$ cat config.mk
export PLATFORM = sky130hd
export DESIGN_NAME = squeak_event_detector_flat
export DESIGN_NICKNAME = d
export VERILOG_FILES = /design/src/design/sed_pkg.sv /design/src/design/sed_in_if.sv /design/src/design/sed_out_if.sv /design/src/design/sed_front.sv /design/src/design/sed_queue.sv /design/src/design/sed_back.sv /design/src/design/squeak_event_detector.sv /design/src/flat_wrapper.sv
export SDC_FILE = /design/constraint.sdc
export NUM_CORES = 1
export LEC_CHECK = 0
export BUFFER_PORTS_ARGS = -buffer_cell sky130_fd_sc_hd__buf_2
export CAP_MARGIN = 10
export CORE_UTILIZATION = 46
export CTS_CLUSTER_DIAMETER = 60
export DETAILED_ROUTE_END_ITERATION = 12
export HOLD_SLACK_MARGIN = 0.06
export PLACE_DENSITY_LB_ADDON = 0.2
export SYNTH_ARGS = -nofsm -noshare
export SYNTH_HDL_FRONTEND = slang
export SYNTH_HIERARCHICAL = 1
export SYNTH_SLANG_ARGS = --single-unit
$ cat constraint.sdc
create_clock -name i_clk -period 6.1 [get_ports i_clk]
set_input_delay 0.61 -clock i_clk [delete_from_list [all_inputs] [get_ports i_clk]]
set_output_delay 0.61 -clock i_clk [all_outputs]
set_load 0.01 [all_outputs]
$ cat src/design/sed_pkg.sv
// ----------------------------------------------------------------------------
// Squeak event detector package
// Shared widths, register codes, configuration and word types, and a saturating-increment helper.
// ----------------------------------------------------------------------------
package sed_pkg;

    localparam int SEQ_W      = 32;
    localparam int RMS_W      = 16;
    localparam int BRIGHT_W   = 15;
    localparam int NOTE_W     = 7;
    localparam int RATIO_W    = 12;
    localparam int JUMP_W     = 6;
    localparam int COUNT_W    = 8;
    localparam int MINHIST_W  = 4;
    localparam int PROD_W     = BRIGHT_W + RATIO_W;
    localparam int CFG_IDX_W  = 3;
    localparam int CFG_DATA_W = 16;

    localparam int DEFAULT_HISTORY_DEPTH = 8;
    localparam int QUEUE_DEPTH           = 2;

    localparam logic [COUNT_W-1:0] COUNT_MAX = 8'd255;

    localparam logic [RMS_W-1:0]     RST_SILENCE_LEVEL = 16'd328;
    localparam logic [RATIO_W-1:0]   RST_BURST_RATIO   = 12'd384;
    localparam logic [JUMP_W-1:0]    RST_MIN_JUMP      = 6'd5;
    localparam logic [COUNT_W-1:0]   RST_MAX_BURST     = 8'd3;
    localparam logic [MINHIST_W-1:0] RST_MIN_HISTORY   = 4'd4;
    localparam logic [COUNT_W-1:0]   RST_RETURN_WINDOW = 8'd4;

    typedef enum logic [CFG_IDX_W-1:0] {
        CFG_SILENCE_LEVEL  = 3'd0,
        CFG_BURST_RATIO    = 3'd1,
        CFG_MIN_JUMP       = 3'd2,
        CFG_MAX_BURST      = 3'd3,
        CFG_MIN_HISTORY    = 3'd4,
        CFG_RETURN_WINDOW  = 3'd5
    } t_cfg_idx;

    typedef struct packed {
        logic [RMS_W-1:0]     silence_level;
        logic [RATIO_W-1:0]   burst_ratio;
        logic [JUMP_W-1:0]    min_semitone_jump;
        logic [COUNT_W-1:0]   max_burst_frames;
        logic [MINHIST_W-1:0] min_history_frames;
        logic [COUNT_W-1:0]   return_window;
    } t_cfg;

    // One classified frame as it travels from the front end to the back end.
    typedef struct packed {
        logic                gap;
        logic                silent;
        logic [BRIGHT_W-1:0] bright;
        logic                pitch_ok;
        logic [NOTE_W-1:0]   pitch_note;
        logic [NOTE_W-1:0]   expected_note;
    } t_item;

    typedef struct packed {
        logic                history_gap;
        logic                verdict_valid;
        logic [BRIGHT_W-1:0] brightness_used;
        logic [NOTE_W-1:0]   target_note;
        logic [BRIGHT_W-1:0] reference_hz;
        logic                is_candidate;
        logic                too_long;
        logic                is_confirmed;
        logic [COUNT_W-1:0]  burst_length;
    } t_result;

    function automatic logic [COUNT_W-1:0] sat_inc(input logic [COUNT_W-1:0] v);
        logic [COUNT_W-1:0] r;
        r = (v == COUNT_MAX) ? v : v + 1'b1;
        return r;
    endfunction

endpackage

$ cat src/design/sed_in_if.sv
// ----------------------------------------------------------------------------
// Frame feature channel
// Valid/ready channel carrying one frame's features per word.
// ----------------------------------------------------------------------------
interface sed_in_if import sed_pkg::*; ();
    logic                valid;
    logic                ready;
    logic [SEQ_W-1:0]    frame_seq;
    logic                sound_detected;
    logic [RMS_W-1:0]    rms;
    logic [BRIGHT_W-1:0] pcm_brightness_hz;
    logic [BRIGHT_W-1:0] centroid_hz;
    logic                fft_fresh;
    logic                pitch_usable;
    logic [NOTE_W-1:0]   pitch_note;
    logic [NOTE_W-1:0]   expected_note;

    modport source (
        output valid, frame_seq, sound_detected, rms, pcm_brightness_hz,
               centroid_hz, fft_fresh, pitch_usable, pitch_note, expected_note,
        input  ready
    );
    modport sink (
        input  valid, frame_seq, sound_detected, rms, pcm_brightness_hz,
               centroid_hz, fft_fresh, pitch_usable, pitch_note, expected_note,
        output ready
    );
endinterface

$ cat src/design/sed_out_if.sv
// ----------------------------------------------------------------------------
// Detector result channel
// Valid/ready channel carrying one judgement word per frame.
// ----------------------------------------------------------------------------
interface sed_out_if import sed_pkg::*; ();
    logic                valid;
    logic                ready;
    logic                history_gap;
    logic                verdict_valid;
    logic [BRIGHT_W-1:0] brightness_used;
    logic [NOTE_W-1:0]   target_note;
    logic [BRIGHT_W-1:0] reference_hz;
    logic                is_candidate;
    logic                too_long;
    logic                is_confirmed;
    logic [COUNT_W-1:0]  burst_length;

    modport source (
        output valid, history_gap, verdict_valid, brightness_used, target_note,
               reference_hz, is_candidate, too_long, is_confirmed, burst_length,
        input  ready
    );
    modport sink (
        input  valid, history_gap, verdict_valid, brightness_used, target_note,
               reference_hz, is_candidate, too_long, is_confirmed, burst_length,
        output ready
    );
endinterface

$ cat src/design/sed_front.sv
// ----------------------------------------------------------------------------
// Squeak detector front end
// Accepts frame words, tracks the sequence number and classifies each frame.
// ----------------------------------------------------------------------------
module sed_front import sed_pkg::*; (
    input  logic        i_clk,
    input  logic        i_rst_n,
    sed_in_if.sink      i_frm,
    input  t_cfg        i_cfg,
    input  logic        i_q_full,
    output logic        o_push,
    output t_item       o_item
);

    logic             r_seen;
    logic [SEQ_W-1:0] r_prior_seq;
    logic             w_accept;
    logic [SEQ_W-1:0] w_next_seq;

    assign i_frm.ready = !i_q_full;
    assign w_accept    = i_frm.valid && !i_q_full;
    assign w_next_seq  = r_prior_seq + 1'b1;

    always_ff @(posedge i_clk) begin
        if (!i_rst_n) begin
            r_seen      <= 1'b0;
            r_prior_seq <= '0;
        end else if (w_accept) begin
            r_seen      <= 1'b1;
            r_prior_seq <= i_frm.frame_seq;
        end
    end

    always_comb begin
        o_item.gap    = r_seen && (i_frm.frame_seq != w_next_seq);
        o_item.silent = !i_frm.sound_detected || (i_frm.rms <= i_cfg.silence_level);
        // PCM brightness wins; a fresh centroid stands in when it is missing.
        if (i_frm.pcm_brightness_hz == '0 && i_frm.fft_fresh) begin
            o_item.bright = i_frm.centroid_hz;
        end else begin
            o_item.bright = i_frm.pcm_brightness_hz;
        end
        o_item.pitch_ok      = i_frm.pitch_usable && (i_frm.pitch_note != '0);
        o_item.pitch_note    = i_frm.pitch_note;
        o_item.expected_note = i_frm.expected_note;
    end

    assign o_push = w_accept;

endmodule

$ cat src/design/sed_queue.sv
// ----------------------------------------------------------------------------
// Squeak detector item queue
// Short FIFO of classified frames between the front end and the back end.
// ----------------------------------------------------------------------------
module sed_queue import sed_pkg::*; (
    input  logic  i_clk,
    input  logic  i_rst_n,
    input  logic  i_push,
    input  t_item i_item,
    input  logic  i_pop,
    output logic  o_full,
    output logic  o_empty,
    output t_item o_head
);

    localparam int PTR_W = (QUEUE_DEPTH > 1) ? $clog2(QUEUE_DEPTH) : 1;
    localparam int CNT_W = $clog2(QUEUE_DEPTH + 1);

    t_item            r_slot [QUEUE_DEPTH];
    logic [PTR_W-1:0] r_wr_ptr;
    logic [PTR_W-1:0] r_rd_ptr;
    logic [CNT_W-1:0] r_count;
    logic             w_do_push;
    logic             w_do_pop;

    assign o_full    = (r_count == CNT_W'(QUEUE_DEPTH));
    assign o_empty   = (r_count == '0);
    assign o_head    = r_slot[r_rd_ptr];
    assign w_do_push = i_push && !o_full;
    assign w_do_pop  = i_pop && !o_empty;

    always_ff @(posedge i_clk) begin
        if (w_do_push) begin
            r_slot[r_wr_ptr] <= i_item;
        end
    end

    always_ff @(posedge i_clk) begin
        if (!i_rst_n) begin
            r_wr_ptr <= '0;
            r_rd_ptr <= '0;
            r_count  <= '0;
        end else begin
            if (w_do_push) begin
                r_wr_ptr <= (r_wr_ptr == PTR_W'(QUEUE_DEPTH - 1)) ? '0 : r_wr_ptr + 1'b1;
            end
            if (w_do_pop) begin
                r_rd_ptr <= (r_rd_ptr == PTR_W'(QUEUE_DEPTH - 1)) ? '0 : r_rd_ptr + 1'b1;
            end
            if (w_do_push && !w_do_pop) begin
                r_count <= r_count + 1'b1;
            end else if (w_do_pop && !w_do_push) begin
                r_count <= r_count - 1'b1;
            end
        end
    end

endmodule

$ cat src/design/sed_back.sv
// ----------------------------------------------------------------------------
// Squeak detector back end
// Sequencer that keeps the brightness ring, averages it with a serial
// divider, judges bursts and holds the result word for the output channel.
// ----------------------------------------------------------------------------
module sed_back import sed_pkg::*; #(
    parameter int HISTORY_DEPTH = DEFAULT_HISTORY_DEPTH
) (
    input  logic        i_clk,
    input  logic        i_rst_n,
    input  t_cfg        i_cfg,
    input  logic        i_q_empty,
    input  t_item       i_q_head,
    output logic        o_q_pop,
    sed_out_if.source   o_res
);

    localparam int HEAD_W = $clog2(HISTORY_DEPTH);
    localparam int FILL_W = $clog2(HISTORY_DEPTH + 1);
    localparam int SUM_W  = BRIGHT_W + FILL_W;
    localparam int DCNT_W = $clog2(SUM_W + 1);

    typedef enum logic [6:0] {
        S_IDLE   = 7'b0000001,
        S_CHECK  = 7'b0000010,
        S_SUM    = 7'b0000100,
        S_DIV    = 7'b0001000,
        S_MUL    = 7'b0010000,
        S_DECIDE = 7'b0100000,
        S_EMIT   = 7'b1000000
    } t_state;

    t_state r_state, n_state;
    t_item  r_item, n_item;
    t_result r_res, n_res;
    t_result r_out;
    logic    r_out_vld, n_out_vld;

    // Ring of recent brightness values, read one entry a cycle while summing.
    logic [BRIGHT_W-1:0] r_mem [HISTORY_DEPTH];
    logic [BRIGHT_W-1:0] r_rdata;
    logic                r_rd_pend;
    logic                w_rd_en;
    logic                w_wr_en;

    logic [HEAD_W-1:0]  r_head, n_head;
    logic [FILL_W-1:0]  r_fill, n_fill;
    logic [COUNT_W-1:0] r_cnt, n_cnt;
    logic [COUNT_W-1:0] r_saved, n_saved;
    logic [COUNT_W-1:0] r_since, n_since;
    logic               r_wait, n_wait;
    logic [BRIGHT_W-1:0] r_frozen, n_frozen;
    logic [NOTE_W-1:0]  r_held, n_held;

    logic [NOTE_W-1:0]   r_target, n_target;
    logic [BRIGHT_W-1:0] r_ref, n_ref;
    logic [FILL_W-1:0]   r_idx, n_idx;
    logic [SUM_W-1:0]    r_sum, n_sum;
    logic [SUM_W-1:0]    r_quo, n_quo;
    logic [FILL_W-1:0]   r_rem, n_rem;
    logic [DCNT_W-1:0]   r_dcnt, n_dcnt;
    logic [PROD_W-1:0]   r_prod, n_prod;

    logic [NOTE_W-1:0]   w_target;
    logic [FILL_W+1:0]   w_trial;
    logic [FILL_W:0]     w_shift;
    logic                w_burst;
    logic                w_wrong;
    logic signed [NOTE_W:0] w_diff;
    logic                w_out_free;
    logic                v_wait;
    logic [COUNT_W-1:0]  v_since;
    logic [COUNT_W-1:0]  v_saved;
    logic [COUNT_W-1:0]  v_cnt;

    assign w_target   = (r_item.expected_note != '0) ? r_item.expected_note : r_held;
    assign w_shift    = {r_rem, r_quo[SUM_W-1]};
    assign w_trial    = {1'b0, w_shift} - {2'b00, r_fill};
    assign w_diff     = $signed({1'b0, r_item.pitch_note}) - $signed({1'b0, r_target});
    assign w_burst    = (r_ref != '0) && (PROD_W'({r_item.bright, 8'h00}) >= r_prod);
    assign w_wrong    = !r_item.pitch_ok ||
                        (w_diff >= $signed({2'b00, i_cfg.min_semitone_jump}));
    assign w_out_free = !r_out_vld || o_res.ready;
    assign w_rd_en    = (r_state == S_SUM) && (r_idx != r_fill);

    always_ff @(posedge i_clk) begin
        if (w_wr_en) begin
            r_mem[r_head] <= r_item.bright;
        end
        if (w_rd_en) begin
            r_rdata <= r_mem[r_idx[HEAD_W-1:0]];
        end
    end

    always_comb begin
        n_state   = r_state;
        n_item    = r_item;
        n_res     = r_res;
        n_out_vld = r_out_vld && !o_res.ready;
        n_head    = r_head;
        n_fill    = r_fill;
        n_cnt     = r_cnt;
        n_saved   = r_saved;
        n_since   = r_since;
        n_wait    = r_wait;
        n_frozen  = r_frozen;
        n_held    = r_held;
        n_target  = r_target;
        n_ref     = r_ref;
        n_idx     = r_idx;
        n_sum     = r_sum;
        n_quo     = r_quo;
        n_rem     = r_rem;
        n_dcnt    = r_dcnt;
        n_prod    = r_prod;
        o_q_pop   = 1'b0;
        w_wr_en   = 1'b0;
        v_wait    = r_wait;
        v_since   = r_since;
        v_saved   = r_saved;
        v_cnt     = r_cnt;

        case (r_state)
            S_IDLE: begin
                if (!i_q_empty) begin
                    o_q_pop = 1'b1;
                    n_item  = i_q_head;
                    n_state = S_CHECK;
                end
            end
            S_CHECK: begin
                n_res = '0;
                if (r_item.gap || r_item.silent) begin
                    n_res.history_gap = r_item.gap;
                    n_head   = '0;
                    n_fill   = '0;
                    n_cnt    = '0;
                    n_saved  = '0;
                    n_since  = '0;
                    n_wait   = 1'b0;
                    n_frozen = '0;
                    n_held   = '0;
                    n_state  = S_EMIT;
                end else if (r_item.bright == '0) begin
                    n_state = S_EMIT;
                end else if (w_target == '0 ||
                             (8'(r_fill) < 8'(i_cfg.min_history_frames) && r_cnt == '0)) begin
                    // Not enough to judge yet: learn the note and grow the baseline.
                    n_res.brightness_used = r_item.bright;
                    n_res.target_note     = w_target;
                    if (r_item.pitch_ok) begin
                        n_held = r_item.pitch_note;
                    end
                    w_wr_en = 1'b1;
                    n_head  = (r_head == HEAD_W'(HISTORY_DEPTH - 1)) ? '0 : r_head + 1'b1;
                    n_fill  = (r_fill == FILL_W'(HISTORY_DEPTH)) ? r_fill : r_fill + 1'b1;
                    n_state = S_EMIT;
                end else begin
                    n_target = w_target;
                    n_idx    = '0;
                    n_sum    = '0;
                    if (r_cnt != '0) begin
                        n_ref   = r_frozen;
                        n_state = S_MUL;
                    end else if (r_fill == '0) begin
                        n_ref   = '0;
                        n_state = S_MUL;
                    end else begin
                        n_state = S_SUM;
                    end
                end
            end
            S_SUM: begin
                if (w_rd_en) begin
                    n_idx = r_idx + 1'b1;
                end
                if (r_rd_pend) begin
                    n_sum = r_sum + SUM_W'(r_rdata);
                end
                if (!w_rd_en && !r_rd_pend) begin
                    n_quo   = r_sum;
                    n_rem   = '0;
                    n_dcnt  = DCNT_W'(SUM_W);
                    n_state = S_DIV;
                end
            end
            S_DIV: begin
                // Restoring division of the ring sum by the fill count, one bit a cycle.
                if (r_dcnt == '0) begin
                    n_ref   = r_quo[BRIGHT_W-1:0];
                    n_state = S_MUL;
                end else begin
                    n_dcnt = r_dcnt - 1'b1;
                    if (!w_trial[FILL_W+1]) begin
                        n_rem = w_trial[FILL_W-1:0];
                        n_quo = {r_quo[SUM_W-2:0], 1'b1};
                    end else begin
                        n_rem = w_shift[FILL_W-1:0];
                        n_quo = {r_quo[SUM_W-2:0], 1'b0};
                    end
                end
            end
            S_MUL: begin
                n_prod  = PROD_W'(r_ref) * PROD_W'(i_cfg.burst_ratio);
                n_state = S_DECIDE;
            end
            S_DECIDE: begin
                n_res.verdict_valid   = 1'b1;
                n_res.brightness_used = r_item.bright;
                n_res.target_note     = r_target;
                n_res.reference_hz    = r_ref;
                if (w_burst && w_wrong) begin
                    // The baseline is frozen on the first frame of a burst.
                    if (r_cnt == '0) begin
                        n_frozen = r_ref;
                    end
                    v_cnt  = sat_inc(r_cnt);
                    n_cnt  = v_cnt;
                    n_wait = 1'b0;
                    n_res.burst_length = v_cnt;
                    if (v_cnt <= i_cfg.max_burst_frames) begin
                        n_res.is_candidate = 1'b1;
                    end else begin
                        n_res.too_long = 1'b1;
                    end
                end else begin
                    if (r_cnt != '0) begin
                        if (r_cnt <= i_cfg.max_burst_frames) begin
                            v_wait  = 1'b1;
                            v_saved = r_cnt;
                            v_since = '0;
                        end
                        n_cnt = '0;
                    end
                    w_wr_en = 1'b1;
                    n_head  = (r_head == HEAD_W'(HISTORY_DEPTH - 1)) ? '0 : r_head + 1'b1;
                    n_fill  = (r_fill == FILL_W'(HISTORY_DEPTH)) ? r_fill : r_fill + 1'b1;
                    if (r_item.pitch_ok) begin
                        n_held = r_item.pitch_note;
                    end
                    if (v_wait) begin
                        v_since = sat_inc(v_since);
                        if (r_item.pitch_ok && r_item.pitch_note == r_target) begin
                            n_res.is_confirmed = 1'b1;
                            n_res.burst_length = v_saved;
                            v_wait = 1'b0;
                        end else if (v_since >= i_cfg.return_window) begin
                            v_wait = 1'b0;
                        end
                    end
                    n_wait  = v_wait;
                    n_since = v_since;
                    n_saved = v_saved;
                end
                n_state = S_EMIT;
            end
            S_EMIT: begin
                if (w_out_free) begin
                    n_out_vld = 1'b1;
                    n_state   = S_IDLE;
                end
            end
            default: begin
                n_state = S_IDLE;
            end
        endcase
    end

    always_ff @(posedge i_clk) begin
        if (!i_rst_n) begin
            r_state   <= S_IDLE;
            r_out_vld <= 1'b0;
            r_rd_pend <= 1'b0;
            r_head    <= '0;
            r_fill    <= '0;
            r_cnt     <= '0;
            r_saved   <= '0;
            r_since   <= '0;
            r_wait    <= 1'b0;
            r_frozen  <= '0;
            r_held    <= '0;
        end else begin
            r_state   <= n_state;
            r_out_vld <= n_out_vld;
            r_rd_pend <= w_rd_en;
            r_head    <= n_head;
            r_fill    <= n_fill;
            r_cnt     <= n_cnt;
            r_saved   <= n_saved;
            r_since   <= n_since;
            r_wait    <= n_wait;
            r_frozen  <= n_frozen;
            r_held    <= n_held;
        end
    end

    always_ff @(posedge i_clk) begin
        r_item   <= n_item;
        r_res    <= n_res;
        r_target <= n_target;
        r_ref    <= n_ref;
        r_idx    <= n_idx;
        r_sum    <= n_sum;
        r_quo    <= n_quo;
        r_rem    <= n_rem;
        r_dcnt   <= n_dcnt;
        r_prod   <= n_prod;
        if (r_state == S_EMIT && w_out_free) begin
            r_out <= r_res;
        end
    end

    assign o_res.valid           = r_out_vld;
    assign o_res.history_gap     = r_out.history_gap;
    assign o_res.verdict_valid   = r_out.verdict_valid;
    assign o_res.brightness_used = r_out.brightness_used;
    assign o_res.target_note     = r_out.target_note;
    assign o_res.reference_hz    = r_out.reference_hz;
    assign o_res.is_candidate    = r_out.is_candidate;
    assign o_res.too_long        = r_out.too_long;
    assign o_res.is_confirmed    = r_out.is_confirmed;
    assign o_res.burst_length    = r_out.burst_length;

endmodule

$ cat src/design/squeak_event_detector.sv
// ----------------------------------------------------------------------------
// Squeak event detector
// Top level: configuration registers, front end, item queue and back end.
// ----------------------------------------------------------------------------
// Each frame word gives exactly one result word, in order. The front end takes
// a frame in the cycle it is offered as long as the two-entry queue has room,
// so up to two queued frames, the frame being judged and the word in the
// output register can be in flight.
// The back end works on one frame at a time: a gap, silent, dark or
// still-learning frame goes from the check state straight to emit; a frame
// inside a burst goes through check, multiply, decide and emit; any other
// judged frame first reads its fill ring entries (at most HISTORY_DEPTH) one
// per cycle from the ring memory and sums them, then runs the SUM_W = 15 +
// clog2(HISTORY_DEPTH + 1) steps of the serial divider that form the baseline mean.
// Registers are written through i_cfg_we/i_cfg_idx/i_cfg_data and must only
// change while no frame is in flight.
module squeak_event_detector import sed_pkg::*; #(
    parameter int HISTORY_DEPTH = DEFAULT_HISTORY_DEPTH
) (
    input  logic                  i_clk,
    input  logic                  i_rst_n,
    sed_in_if.sink                i_frame,
    sed_out_if.source             o_result,
    input  logic                  i_cfg_we,
    input  logic [CFG_IDX_W-1:0]  i_cfg_idx,
    input  logic [CFG_DATA_W-1:0] i_cfg_data
);

    t_cfg  r_cfg;
    logic  w_push;
    logic  w_pop;
    logic  w_full;
    logic  w_empty;
    t_item w_item;
    t_item w_head;

    always_ff @(posedge i_clk) begin
        if (!i_rst_n) begin
            r_cfg.silence_level      <= RST_SILENCE_LEVEL;
            r_cfg.burst_ratio        <= RST_BURST_RATIO;
            r_cfg.min_semitone_jump  <= RST_MIN_JUMP;
            r_cfg.max_burst_frames   <= RST_MAX_BURST;
            r_cfg.min_history_frames <= RST_MIN_HISTORY;
            r_cfg.return_window      <= RST_RETURN_WINDOW;
        end else if (i_cfg_we) begin
            case (t_cfg_idx'(i_cfg_idx))
                CFG_SILENCE_LEVEL: r_cfg.silence_level      <= i_cfg_data;
                CFG_BURST_RATIO:   r_cfg.burst_ratio        <= i_cfg_data[RATIO_W-1:0];
                CFG_MIN_JUMP:      r_cfg.min_semitone_jump  <= i_cfg_data[JUMP_W-1:0];
                CFG_MAX_BURST:     r_cfg.max_burst_frames   <= i_cfg_data[COUNT_W-1:0];
                CFG_MIN_HISTORY:   r_cfg.min_history_frames <= i_cfg_data[MINHIST_W-1:0];
                CFG_RETURN_WINDOW: r_cfg.return_window      <= i_cfg_data[COUNT_W-1:0];
                default: begin
                end
            endcase
        end
    end

    sed_front u_front (
        .i_clk    (i_clk),
        .i_rst_n  (i_rst_n),
        .i_frm    (i_frame),
        .i_cfg    (r_cfg),
        .i_q_full (w_full),
        .o_push   (w_push),
        .o_item   (w_item)
    );

    sed_queue u_queue (
        .i_clk   (i_clk),
        .i_rst_n (i_rst_n),
        .i_push  (w_push),
        .i_item  (w_item),
        .i_pop   (w_pop),
        .o_full  (w_full),
        .o_empty (w_empty),
        .o_head  (w_head)
    );

    sed_back #(
        .HISTORY_DEPTH (HISTORY_DEPTH)
    ) u_back (
        .i_clk     (i_clk),
        .i_rst_n   (i_rst_n),
        .i_cfg     (r_cfg),
        .i_q_empty (w_empty),
        .i_q_head  (w_head),
        .o_q_pop   (w_pop),
        .o_res     (o_result)
    );

    // A sequence-gap word carries nothing but the gap flag.
    a_gap_alone: assert property (@(posedge i_clk) disable iff (!i_rst_n)
        (o_result.valid && o_result.history_gap) |->
            (!o_result.verdict_valid && o_result.brightness_used == '0))
        else $error("gap word carries other fields");

    // Candidate, too long and confirmed are mutually exclusive verdicts.
    a_one_verdict: assert property (@(posedge i_clk) disable iff (!i_rst_n)
        o_result.valid |->
            $countones({o_result.is_candidate, o_result.too_long,
                        o_result.is_confirmed}) <= 1)
        else $error("more than one verdict in a word");

    // Any verdict flag needs a judged frame with a nonzero burst length.
    a_verdict_judged: assert property (@(posedge i_clk) disable iff (!i_rst_n)
        (o_result.valid && (o_result.is_candidate || o_result.too_long ||
                            o_result.is_confirmed)) |->
            (o_result.verdict_valid && o_result.burst_length != '0))
        else $error("verdict without judgement");

    // The queue never accepts a word while it already holds two.
    a_no_overflow: assert property (@(posedge i_clk) disable iff (!i_rst_n)
        w_full |-> !i_frame.ready)
        else $error("frame accepted into a full queue");

endmodule

$ cat src/flat_wrapper.sv
// flat-port wrapper written by rule: the top's interface ports become plain ports
module squeak_event_detector_flat import sed_pkg::*;
#(
    parameter int HISTORY_DEPTH = DEFAULT_HISTORY_DEPTH
)
  (i_clk, i_rst_n, i_cfg_we, i_cfg_idx, i_cfg_data, i_frame_valid, i_frame_frame_seq, i_frame_sound_detected, i_frame_rms, i_frame_pcm_brightness_hz, i_frame_centroid_hz, i_frame_fft_fresh, i_frame_pitch_usable, i_frame_pitch_note, i_frame_expected_note, i_frame_ready, o_result_valid, o_result_history_gap, o_result_verdict_valid, o_result_brightness_used, o_result_target_note, o_result_reference_hz, o_result_is_candidate, o_result_too_long, o_result_is_confirmed, o_result_burst_length, o_result_ready);
  sed_in_if i_frame_i ();
  sed_out_if o_result_i ();
  input  logic i_clk;
  input  logic i_rst_n;
  input  logic i_cfg_we;
  input  logic [CFG_IDX_W-1:0] i_cfg_idx;
  input  logic [CFG_DATA_W-1:0] i_cfg_data;
  input wire logic [$bits(i_frame_i.valid)-1:0] i_frame_valid;
  input wire logic [$bits(i_frame_i.frame_seq)-1:0] i_frame_frame_seq;
  input wire logic [$bits(i_frame_i.sound_detected)-1:0] i_frame_sound_detected;
  input wire logic [$bits(i_frame_i.rms)-1:0] i_frame_rms;
  input wire logic [$bits(i_frame_i.pcm_brightness_hz)-1:0] i_frame_pcm_brightness_hz;
  input wire logic [$bits(i_frame_i.centroid_hz)-1:0] i_frame_centroid_hz;
  input wire logic [$bits(i_frame_i.fft_fresh)-1:0] i_frame_fft_fresh;
  input wire logic [$bits(i_frame_i.pitch_usable)-1:0] i_frame_pitch_usable;
  input wire logic [$bits(i_frame_i.pitch_note)-1:0] i_frame_pitch_note;
  input wire logic [$bits(i_frame_i.expected_note)-1:0] i_frame_expected_note;
  output wire logic [$bits(i_frame_i.ready)-1:0] i_frame_ready;
  output wire logic [$bits(o_result_i.valid)-1:0] o_result_valid;
  output wire logic [$bits(o_result_i.history_gap)-1:0] o_result_history_gap;
  output wire logic [$bits(o_result_i.verdict_valid)-1:0] o_result_verdict_valid;
  output wire logic [$bits(o_result_i.brightness_used)-1:0] o_result_brightness_used;
  output wire logic [$bits(o_result_i.target_note)-1:0] o_result_target_note;
  output wire logic [$bits(o_result_i.reference_hz)-1:0] o_result_reference_hz;
  output wire logic [$bits(o_result_i.is_candidate)-1:0] o_result_is_candidate;
  output wire logic [$bits(o_result_i.too_long)-1:0] o_result_too_long;
  output wire logic [$bits(o_result_i.is_confirmed)-1:0] o_result_is_confirmed;
  output wire logic [$bits(o_result_i.burst_length)-1:0] o_result_burst_length;
  input wire logic [$bits(o_result_i.ready)-1:0] o_result_ready;
  assign i_frame_i.valid = i_frame_valid;
  assign i_frame_i.frame_seq = i_frame_frame_seq;
  assign i_frame_i.sound_detected = i_frame_sound_detected;
  assign i_frame_i.rms = i_frame_rms;
  assign i_frame_i.pcm_brightness_hz = i_frame_pcm_brightness_hz;
  assign i_frame_i.centroid_hz = i_frame_centroid_hz;
  assign i_frame_i.fft_fresh = i_frame_fft_fresh;
  assign i_frame_i.pitch_usable = i_frame_pitch_usable;
  assign i_frame_i.pitch_note = i_frame_pitch_note;
  assign i_frame_i.expected_note = i_frame_expected_note;
  assign i_frame_ready = i_frame_i.ready;
  assign o_result_valid = o_result_i.valid;
  assign o_result_history_gap = o_result_i.history_gap;
  assign o_result_verdict_valid = o_result_i.verdict_valid;
  assign o_result_brightness_used = o_result_i.brightness_used;
  assign o_result_target_note = o_result_i.target_note;
  assign o_result_reference_hz = o_result_i.reference_hz;
  assign o_result_is_candidate = o_result_i.is_candidate;
  assign o_result_too_long = o_result_i.too_long;
  assign o_result_is_confirmed = o_result_i.is_confirmed;
  assign o_result_burst_length = o_result_i.burst_length;
  assign o_result_i.ready = o_result_ready;
  squeak_event_detector #(.HISTORY_DEPTH(HISTORY_DEPTH)) u_core (.i_clk(i_clk), .i_rst_n(i_rst_n), .i_frame(i_frame_i), .o_result(o_result_i), .i_cfg_we(i_cfg_we), .i_cfg_idx(i_cfg_idx), .i_cfg_data(i_cfg_data));
endmodule
# Yosys cells after proc, flatten, opt, wreduce, memory -nomap -nowiden
# Memories as Yosys holds them, arrays and structs flattened. A register that Yosys moved wholly into a read port is not among the register bits.
# Cells that the tools add are included.
totals:
  out_inout_bits: 52
  elab_cells: 307
  n_memories: 2
  reg_bits: 354
  ramBits: 184
op_classes:
  n_reduce_logical: 70
  eq_ne: 44
  addsub: 14
  multipliers: 1
  n_mux: 117
  bitwise: 4
  n_lt_le_gt_ge: 7
mem_list:
  columns: ["memory", "words", "word_bits", "rd", "rd_ports_with_merged_regs", "wr", "line_no", "source"]
  rows:
  - ["u_core.u_back.r_mem", 8, 15, 1, 1, 1, "sed_back.sv:40", "logic [BRIGHT_W-1:0] r_mem [HISTORY_DEPTH];"]
  - ["u_core.u_queue.r_slot", 2, 32, 1, 1, 1, "sed_queue.sv:19", "t_item r_slot [QUEUE_DEPTH];"]
ops:
  columns: ["cell", "count"]
  rows:
  - ["$mux 15", 10]
  - ["$mux 8", 15]
  - ["$mux 19", 6]
  - ["$pmux 49 s2", 1]
  - ["$mux 7", 13]
  - ["$pmux 19 s2", 2]
  - ["$mux 22", 3]
  - ["$pmux 15 s2", 2]
  - ["$pmux 7 s7", 1]
  - ["$mux 4", 12]
  - ["$pmux 8 s2", 3]
  - ["$add 32x1->32 const B", 1]
  - ["$ne 2x2->1 const B", 16]
  - ["$ne 32x32->1", 1]
  - ["$logic_not 15->1", 2]
  - ["$ge 23x27->1", 1]
  - ["$mul 15x12->27", 1]
  - ["$mux 1", 27]
  - ["$pmux 4 s2", 3]
  - ["$mux 5", 4]
  - ["$reduce_and 4->1", 5]
  - ["$add 19x15->19", 1]
  - ["$mux 9", 2]
  - ["$reduce_and 3->1", 6]
  - ["55 further kinds", 119]

# Longest topological paths before layout
# Gate-level depths: netlist of run 1.
depth:
  depth_word: 14
  ltp_mapped: 25

# Cells and area by module
# The synthesis of run 1 kept the hierarchy.
by_module_without_submodules:
  columns: ["module", "area_each_um2", "instances", "cells_per_inst", "seq_area_each_um2"]
  rows:
  - ["sed_back", 24325.8, 1, 2045, 12281.8]
  - ["sed_front", 3078.0, 1, 406, 660.6]
  - ["sed_queue", 2536.2, 1, 125, 2021.9]
  - ["squeak_event_detector", 2120.8, 1, 209, 1081.0]

# Worst setup path before layout of run 1
# OpenSTA, ideal clock, no wires.
synth_timing:
  kind: "reg-to-reg"
  start: "register u_core.u_back.r_state[5]"
  end: "register u_core.u_queue.r_count[1]"
  n_path_buf: 0
  path_stages_with_launch: 8
  arrival_ns: 6.016
  period_less_slack_ns: 6.086
  slack_ns: 0.014
  required_ns: 6.030
  setup_time_ns: 0.070
  path_cell_list: "dfxtp_1 or3_1 or3_1 nor4b_1 o21ai_1 ha_1 or3_1 a21boi_1"
synth_via:
  elab_chain_len: 6
  elab_cells_between_ends: 8
  cone_classes: "1 x eq/ne; 2 x mux; 5 x reduce/logical"
synth_rtl:
  columns: ["element", "line_no", "source"]
  rows:
  - ["start: declaration", "sed_back.sv:33", "t_state r_state, n_state;"]
  - ["start signal: assignment", "sed_back.sv:283", "r_state <= n_state;"]
  - ["$eq 7x1->1 *", "sed_back.sv:123", "case (r_state)"]
  - ["$mux 1 *", "sed_back.sv:123", null]
  - ["named net u_core.w_pop", "squeak_event_detector.sv:31", "logic w_pop;"]
  - ["$logic_and 1x1->1 *", "sed_queue.sv:30", "assign w_do_pop = i_pop && !o_empty;"]
  - ["$logic_not 1->1", "sed_queue.sv:50", "if (w_do_push && !w_do_pop) begin"]
  - ["$logic_and 1x1->1", "sed_queue.sv:50", null]
  - ["$mux 2 or $reduce_bool 2->1 (tied branches)", null, null]
  - ["end signal: assignment", "sed_queue.sv:51", "r_count <= r_count + 1'b1;"]
  - ["end signal: assignment", "sed_queue.sv:53", "r_count <= r_count - 1'b1;"]
  - ["end: declaration", "sed_queue.sv:22", "logic [CNT_W-1:0] r_count;"]
# Mark *: on every way through the listed nets, which the timed path passes. The rest lies on a longest branch.
# A chain may end at the register's enable or synchronous reset.

# Final worst setup path of run 1
layout_timing:
  start: "register u_core.u_back.r_ref[9]"
  end: "register u_core.u_back.r_prod[25], data pin"
layout_via:
  elab_chain_len: 1
layout_rtl:
  columns: ["element", "line_no", "source"]
  rows:
  - ["start: declaration", "sed_back.sv:56", "logic [BRIGHT_W-1:0] r_ref, n_ref;"]
  - ["start signal: assignment", "sed_back.sv:301", "r_ref <= n_ref;"]
  - ["$mul 15x12->27", "sed_back.sv:204", "n_prod = PROD_W'(r_ref) * PROD_W'(i_cfg.burst_ratio);"]
  - ["end signal: assignment", "sed_back.sv:307", "r_prod <= n_prod;"]
  - ["end: declaration", "sed_back.sv:62", "logic [PROD_W-1:0] r_prod, n_prod;"]
# Every way passes these cells.

==> results of run 1 <==
==> layer usage <==
metal	global-route usage (%)	wire length, um	vias to the layer above
met2	35.84	36450	493
met1	27.63	31780	10470
li1	-	-	10070
met4	9.615	3318	0
met5	0	0	-
met3	3.336	3267	164
==> cell usage in the layout (no fill, tap or decap), types with 18 or more instances in the layout <==
cell	count
mux2i_1	71
mux2_2	44
fa_1	133
edfxtp_1	431
a22o_1	24
o21ai_0	76
nor4_1	18
a21oi_1	66
nand4_1	26
nand3_1	49
ha_1	166
and3_1	24
a21o_1	42
and2_1	93
xor2_1	28
buf_4	60
dfxtp_1	154
nor3_1	28
clkbuf_16	71
nor2b_1	52
xnor2_1	67
nor2_1	84
nand2_1	398
inv_1	281
mux4_2	30
buf_2	169
a21boi_0	35
==> critical path, delay by kind of cell (launching register included) <==
| kind | cells | cell delay [ns] |
|---|---|---|
| adder cells (fa/ha/maj) | 6 | 2.91 |
| AO/OA/AOI/OAI | 4 | 1.04 |
| XOR/XNOR | 1 | 0.08 |
| AND/OR/NAND/NOR | 4 | 0.60 |
| buffers and inverters | 4 | 0.39 |
| flip-flops | 1 | 0.56 |
==> report_power, final <==
part           total, mW  leakage, nW  switching (mW)  internal (mW)
Clock               4.13         1.12            1.69           2.44
Combinational       1.96         8.44            1.16          0.802
Sequential          5.05         5.02           0.288           4.76
==> state kept, by name, summed over array words and instances (netlist names), 8 cells and up, named ones only <==
| name | count |
|---|---|
| u_core/u_back/r_mem | 120 |
| u_core/u_queue/r_slot | 64 |
| u_core/r_cfg | 54 |
| u_core/u_back/r_res | 50 |
| u_core/u_back/r_item | 32 |
| u_core/u_front/r_prior_seq | 32 |
| u_core/u_back/r_prod | 27 |
| u_core/u_back/r_quo | 19 |
| u_core/u_back/r_sum | 19 |
| u_core/u_back/o_res.brightness_used | 15 |
| u_core/u_back/o_res.reference_hz | 15 |
| u_core/u_back/r_frozen | 15 |
| u_core/u_back/r_rdata | 15 |
| u_core/u_back/r_ref | 15 |
| u_core/u_back/o_res.burst_length | 8 |
| u_core/u_back/r_cnt | 8 |
| u_core/u_back/r_saved | 8 |
| u_core/u_back/r_since | 8 |
==> worst max path at each step <==
stage | depth (start not counted) | startpoint | end | slack (ns)
floorplan | 7 | u_core/u_back/r_state[5]$_SDFFE_PN0P_ | u_core/u_queue/r_count[1]$_SDFFE_PN0P_ | 0.01
global placement | 18 | u_core/r_cfg[34]$_SDFFE_PN1P_ | u_core/u_back/r_prod[26]$_DFFE_PP_ | 0.30
detailed placement | 18 | u_core/r_cfg[34]$_SDFFE_PN1P_ | u_core/u_back/r_prod[26]$_DFFE_PP_ | 0.22
CTS | 18 | u_core/r_cfg[34]$_SDFFE_PN1P_ | u_core/u_back/r_prod[26]$_DFFE_PP_ | 0.20
global route | 19 | u_core/u_back/r_ref[5]$_DFFE_PP_ | u_core/u_back/r_prod[25]$_DFFE_PP_ | 0.009
finish | 19 | u_core/u_back/r_ref[9]$_DFFE_PP_ | u_core/u_back/r_prod[25]$_DFFE_PP_ | 0.27
==> stage by stage <==
step / power, mW / std cells / utilization, % / hold slack (ns)
6_report: 11.14 / 3952 / 52.82 / 0.1909
5_1_grt: 11.70 / 3952 / 52.82 / 0.1611
4_1_cts: 11.27 / 3949 / 52.78 / 0.1523
3_5_place_dp: 7.097 / 3819 / 49.44 / 0.4045
3_3_place_gp: 7.048 / 3819 / 49.44 / 0.4011
2_1_floorplan: 6.437 / 2785 / - / 0.4003
==> timing repair <==
action | 4_1_cts | 5_1_grt
gates resized for setup | 0 | 4
setup buffers | 0 | 2
endpoints found under the setup margin | 0 | 2
==> kinds of logic after synthesis <==
logic type      share of synthesized area [%]
fa+ha+maj                               14.78
xor+xnor                                2.595
compound gates                          7.747
mux                                     6.045
buf+inv                                 5.124
simple gates                            13.66
flops                                   50.05
==> area by class of cell <==
cell class                 count  area, um2  area share, %
sequential                   586      16050          44.14
multi-input combinational   1789      14470          39.80
clock buffer                  86       1843          5.070
timing repair buffer         229       1296          3.566
tap                          931       1165          3.204
inverter                     286       1074          2.953
clock inverter                44      456.7          1.256
antenna                        1      2.502       0.006884
==> results.yml, run 1 <==
run_status:
  status: "finished clean"
floorplanning:
  fp.dieH_um: 266
  core-area_um2: 68830
  initial_core_util_pct: 46.58
  ios: 171
  row_count: 96
  die_area_um2: 70760
  dieWidth_um: 266
worst_setup_path:
  r2r-start: "u_core/u_back/r_ref[9]$_DFFE_PP_"
  cp_slowest_stage_delay_ns: 0.56
  r2r-end: "u_core/u_back/r_prod[25]$_DFFE_PP_"
  reg2reg_depth: 19
  path_class: "reg -> reg"
  cp.required_ns: 6.45
  critPathLaunchType: "register"
  cp_max_fo: 8
  crit_top_cell: "fa_1"
  path_cells: "buf_4 -> nand2_1 -> fa_1 -> fa_1 -> inv_1 -> fa_1 -> fa_1 -> inv_1 -> fa_1 -> inv_1 -> ha_1 -> and3_1 -> and3_1 -> nand3_1 -> a41oi_1 -> a221oi_2 -> o21ai_0 -> a21oi_1 -> xnor2_1"
  r2r_slack_ns: 0.27
  arrival_ns: 6.18
  setup.worst_path.end_class: "register"
  crit_path_top_delay_cell: "edfxtp_1"
power:
  vdd_ir_drop_max_v: 0.0002351
  power_density_nw_per_um2: 306.6
  p_leak_nw: 14.58
routing:
  drtAntennaViolNets: 0
  via_per_inst: 5.363
  route.detailed.drc: 0
  drt_iter0_drc: 1199
  drt-wirelength-per-cell_um: 18.93
  totalWireLength_um: 74810
  via_count: 21200
  firstDrtPassIters: 5
yosys:
  synth-edff-count: 431
  yosysWarnings: 6
  ys_async_sr_fraction_pct: 0
  yosysTopAreaCell: "edfxtp_1"
  synth_top_area_share_pct: 40.37
  synthTopCellsByArea: "edfxtp_1, dfxtp_1, fa_1"
  synth_nets: 3203
  syn_inst: 2785
  ys_seq_area_share_pct: 50.05
  synth_seq_cells: 586
  netlist_area_um2: 32060
  synthFlopType: "edfxtp_1"
  yosysMostFrequentCell: "edfxtp_1"
  synth_area_per_cell_um2: 11.51
  synth.distinct_cells: 94
  synth_common_cells: "edfxtp_1, nand2_1, inv_1, ha_1, dfxtp_1"
timing:
  setup_viol: 0
  drv_slew: 0
  layout_min_cycle_time_ns: 5.827
  finalClockSkew_ns: 0.02115
  final-hold-violation-count: 0
  min_period_over_period_pct: 95.53
  slew_headroom_pct: 25.41
  rsz0062_at_grt: "false"
  fin_ws_ns: 0.2729
  fmax_mhz: 171.6
  setup_tns_ns: 0
  tightest_slew_ns: 1.104
clock_tree:
  cts_inserted_buffers: 70
  clk_pin_slew_ns: 0.06
  cts_tree: "yes"
  clock-sinks: 586
  cts_hold_buffers: 0
  cts_buffer_depth: 3
  clock_latency_ns: 0.61
  cts-root-buf: "clkbuf_16"
  htree_levels: 3
hold_path:
  hold_end: "u_core/u_queue/r_slot[1][3]$_DFFE_PP_"
  min_path_cells: 1
  min_from: "i_frame_expected_note[3]"
  hold_class: "in -> reg"
global_routing:
  grt_max_degree: 96
  grt_usage_pct: 21.48
  antenna_found_initial: 2
  grt_pass1_wl_um: 118200
  overflow: 0
  grt_pass1_vias: 21730
placed_design:
  portBuffers: 170
  gp_congestion: 0.8420
  dpl_cell_area_um2: 34030
  place_ws_ns: 0.2208
  place_hpwl_um: 53820
layout:
  syn_to_final_growth_pct: 13.38
  final_nets: 3380
  drive_gt1_share_pct: 15.17
  fill_cells: 5933
  stdcell_area_um2: 36350
job:
  max_cap_viol_count: 0
(Power assumes the default switching activity.)
==> run 2, diff against run 1 <==
--- a/config.mk
+++ b/config.mk
@@ -5,11 +5,11 @@
 export SDC_FILE = /design/constraint.sdc
 export NUM_CORES = 1
 export LEC_CHECK = 0
-export BUFFER_PORTS_ARGS = -buffer_cell sky130_fd_sc_hd__buf_2
 export CAP_MARGIN = 10
 export CORE_UTILIZATION = 46
 export CTS_CLUSTER_DIAMETER = 60
 export DETAILED_ROUTE_END_ITERATION = 12
+export DONT_BUFFER_PORTS = 1
 export HOLD_SLACK_MARGIN = 0.06
 export PLACE_DENSITY_LB_ADDON = 0.2
 export SYNTH_ARGS = -nofsm -noshare
==> results.yml, run 2 (synthesized netlist as in run 1, its figures left out) <==
routing:
  route.detailed.drc: 0
  firstDrtPassIters: 5
  drt_iter0_drc: 1053
  via_count: 20560
  via_per_inst: 5.441
  drtAntennaViolNets: 0
  drt-wirelength-per-cell_um: 19.64
  totalWireLength_um: 74210
floorplanning:
  ios: 171
  core-area_um2: 68830
  dieWidth_um: 266
  fp.dieH_um: 266
  die_area_um2: 70760
  row_count: 96
  initial_core_util_pct: 46.58
worst_setup_path:
  cp.required_ns: 6.44
  setup.worst_path.end_class: "register"
  crit_path_top_delay_cell: "fa_1"
  cp_num_buf_inv: 2
  crit_top_cell: "fa_1"
  crit_family: "adder cells"
  arrival_ns: 6.21
  cp_slowest_stage_delay_ns: 0.55
  critPathLaunchType: "register"
  cp_max_fo: 6
  path_cells: "and2_1 -> fa_1 -> fa_1 -> fa_1 -> fa_1 -> inv_1 -> fa_1 -> inv_1 -> ha_1 -> a21o_1 -> or4_1 -> o22ai_1 -> a21oi_1 -> a21boi_1 -> o21ai_0 -> a31o_2 -> xnor2_1"
  path_class: "reg -> reg"
layout:
  largest_register_ffs: 120
  syn_to_final_growth_pct: 10.76
  regMostFlops: "u_core/u_back/r_mem"
  layout_commonest_cell: "edfxtp_1"
  stdcell_area_um2: 35510
  fill_cells: 5970
  layout_common_cells: "edfxtp_1, nand2_1, inv_1"
  drive_gt1_share_pct: 10.08
  largestRegisters: "u_core/u_back/r_mem: 120 flops, u_core/u_queue/r_slot: 64 flops, u_core/r_cfg: 54 flops"
  final_nets: 3211
timing:
  drv_slew: 0
  final-hold-violation-count: 0
  layout_min_cycle_time_ns: 5.869
  rsz0062_at_grt: "false"
  min_period_over_period_pct: 96.22
  fmax_mhz: 170.4
  finalClockSkew_ns: 0.02351
  setup_viol: 0
  slew_headroom_pct: 28.09
  tightest_slew_ns: 1.064
  setup_tns_ns: 0
  fin_ws_ns: 0.2306
placed_design:
  gp_congestion: 0.8733
  dpl_cell_area_um2: 33150
  portBuffers: 0
  place_ws_ns: 0.1284
  place_hpwl_um: 53460
global_routing:
  grt_usage_pct: 21.19
  overflow: 0
  antenna_found_initial: 1
  gr-usage-met1_pct: 26.83
  grt_max_degree: 136
  use_met3_pct: 3.235
  grt_pass1_wl_um: 116500
  grt_busiest_layer: "met2"
  use_met2_pct: 36.93
  grt_pass1_vias: 21200
power:
  power_frac_clock_pct: 37.3
  p_int_mw: 7.988
  p_total_mw: 11.08
  swShare_pct: 27.90
  power_density_nw_per_um2: 312.0
  vdd_ir_drop_max_v: 0.0002160
  p_comb_share_pct: 17.0
  p_switching_mw: 3.092
  p_seq_share_pct: 45.6
  p_leak_nw: 13.89
clock_tree:
  cts_inserted_buffers: 70
  cts_buffer_depth: 3
  clk_pin_slew_ns: 0.06
  clock-sinks: 586
  htree_levels: 3
  post-cts-setup-buffers: 0
  clock_latency_ns: 0.60
  cts_tree: "yes"
  cts-root-buf: "clkbuf_16"
run_status:
  status: "finished clean"
job:
  max_cap_viol_count: 0
hold_path:
  hold_class: "in -> reg"
-- run 2: cell types whose count changed in the layout (fill, tap and decap cells not counted), sizes merged --
cell,previous run,this run
clkbuf,86,78
clkinvlp,2,8
bufinv,6,7
inv,293,290
dlygate4sd3,0,6
buf,229,54
-- run 2: layer usage --
| layer | wire [um] | part of all wire [%] |
|---|---|---|
| met3 | 3281 | 4.4 |
| met4 | 2111 | 2.8 |
| met1 | 31480 | 42 |
| met2 | 37330 | 50 |
| met5 | 0 | 0 |
-- run 2: final timing paths --
path	startpoint	end	slack, ns	depth (start not counted)
worst max-delay path	u_core/u_back/r_ref[3]$_DFFE_PP_	u_core/u_back/r_prod[26]$_DFFE_PP_	0.23	17
worst min-delay path	i_frame_pitch_note[1]	u_core/u_queue/r_slot[1][8]$_DFFE_PP_	0.10	0
worst max register to register	u_core/u_back/r_ref[3]$_DFFE_PP_	u_core/u_back/r_prod[26]$_DFFE_PP_	0.23	17
worst min register to register	u_core/u_back/r_res[16]$_SDFFCE_PN0P_	u_core/u_back/o_res.reference_hz[5]$_DFFE_PP_	0.40	0
-- run 2: area by class of cell --
class                      count  area (um2)  share of cell area (%)
clock buffer                  78        1803                   5.077
multi-input combinational   1789       14470                   40.76
sequential                   586       16050                   45.19
clock inverter                48       480.5                   1.353
inverter                     286        1074                   3.023
antenna                        1       2.502                0.007047
timing repair buffer          60       465.4                   1.311
tap                          931        1165                   3.280
-- run 2: what timing repair did --
item	4_1_cts	5_1_grt
endpoints found under the hold margin	10	0
hold buffers	6	0
gates resized for setup	0	4
endpoints found under the setup margin	0	2
-- run 2: power by group through the flow --
stage,Sequential [mW],Clock [mW],Combinational (mW)
4_1_cts,5.06,4.23,1.91
5_1_grt,5.09,4.38,2.13
2_1_floorplan,5.01,0,1.43
3_3_place_gp,5.13,0,1.85
6_report,5.05,4.14,1.89
3_5_place_dp,5.14,0,1.88
-- run 2: metrics by stage --
step / hold slack (ns) / std cells / util, %
after floorplan: 0.4003 / 2785 / -
after global placement: 0.4013 / 3646 / 48.17
after detailed placement: 0.4045 / 3646 / 48.17
after CTS: 0.06119 / 3778 / 51.57
after global routing: 0.07591 / 3779 / 51.59
final: 0.1010 / 3779 / 51.59
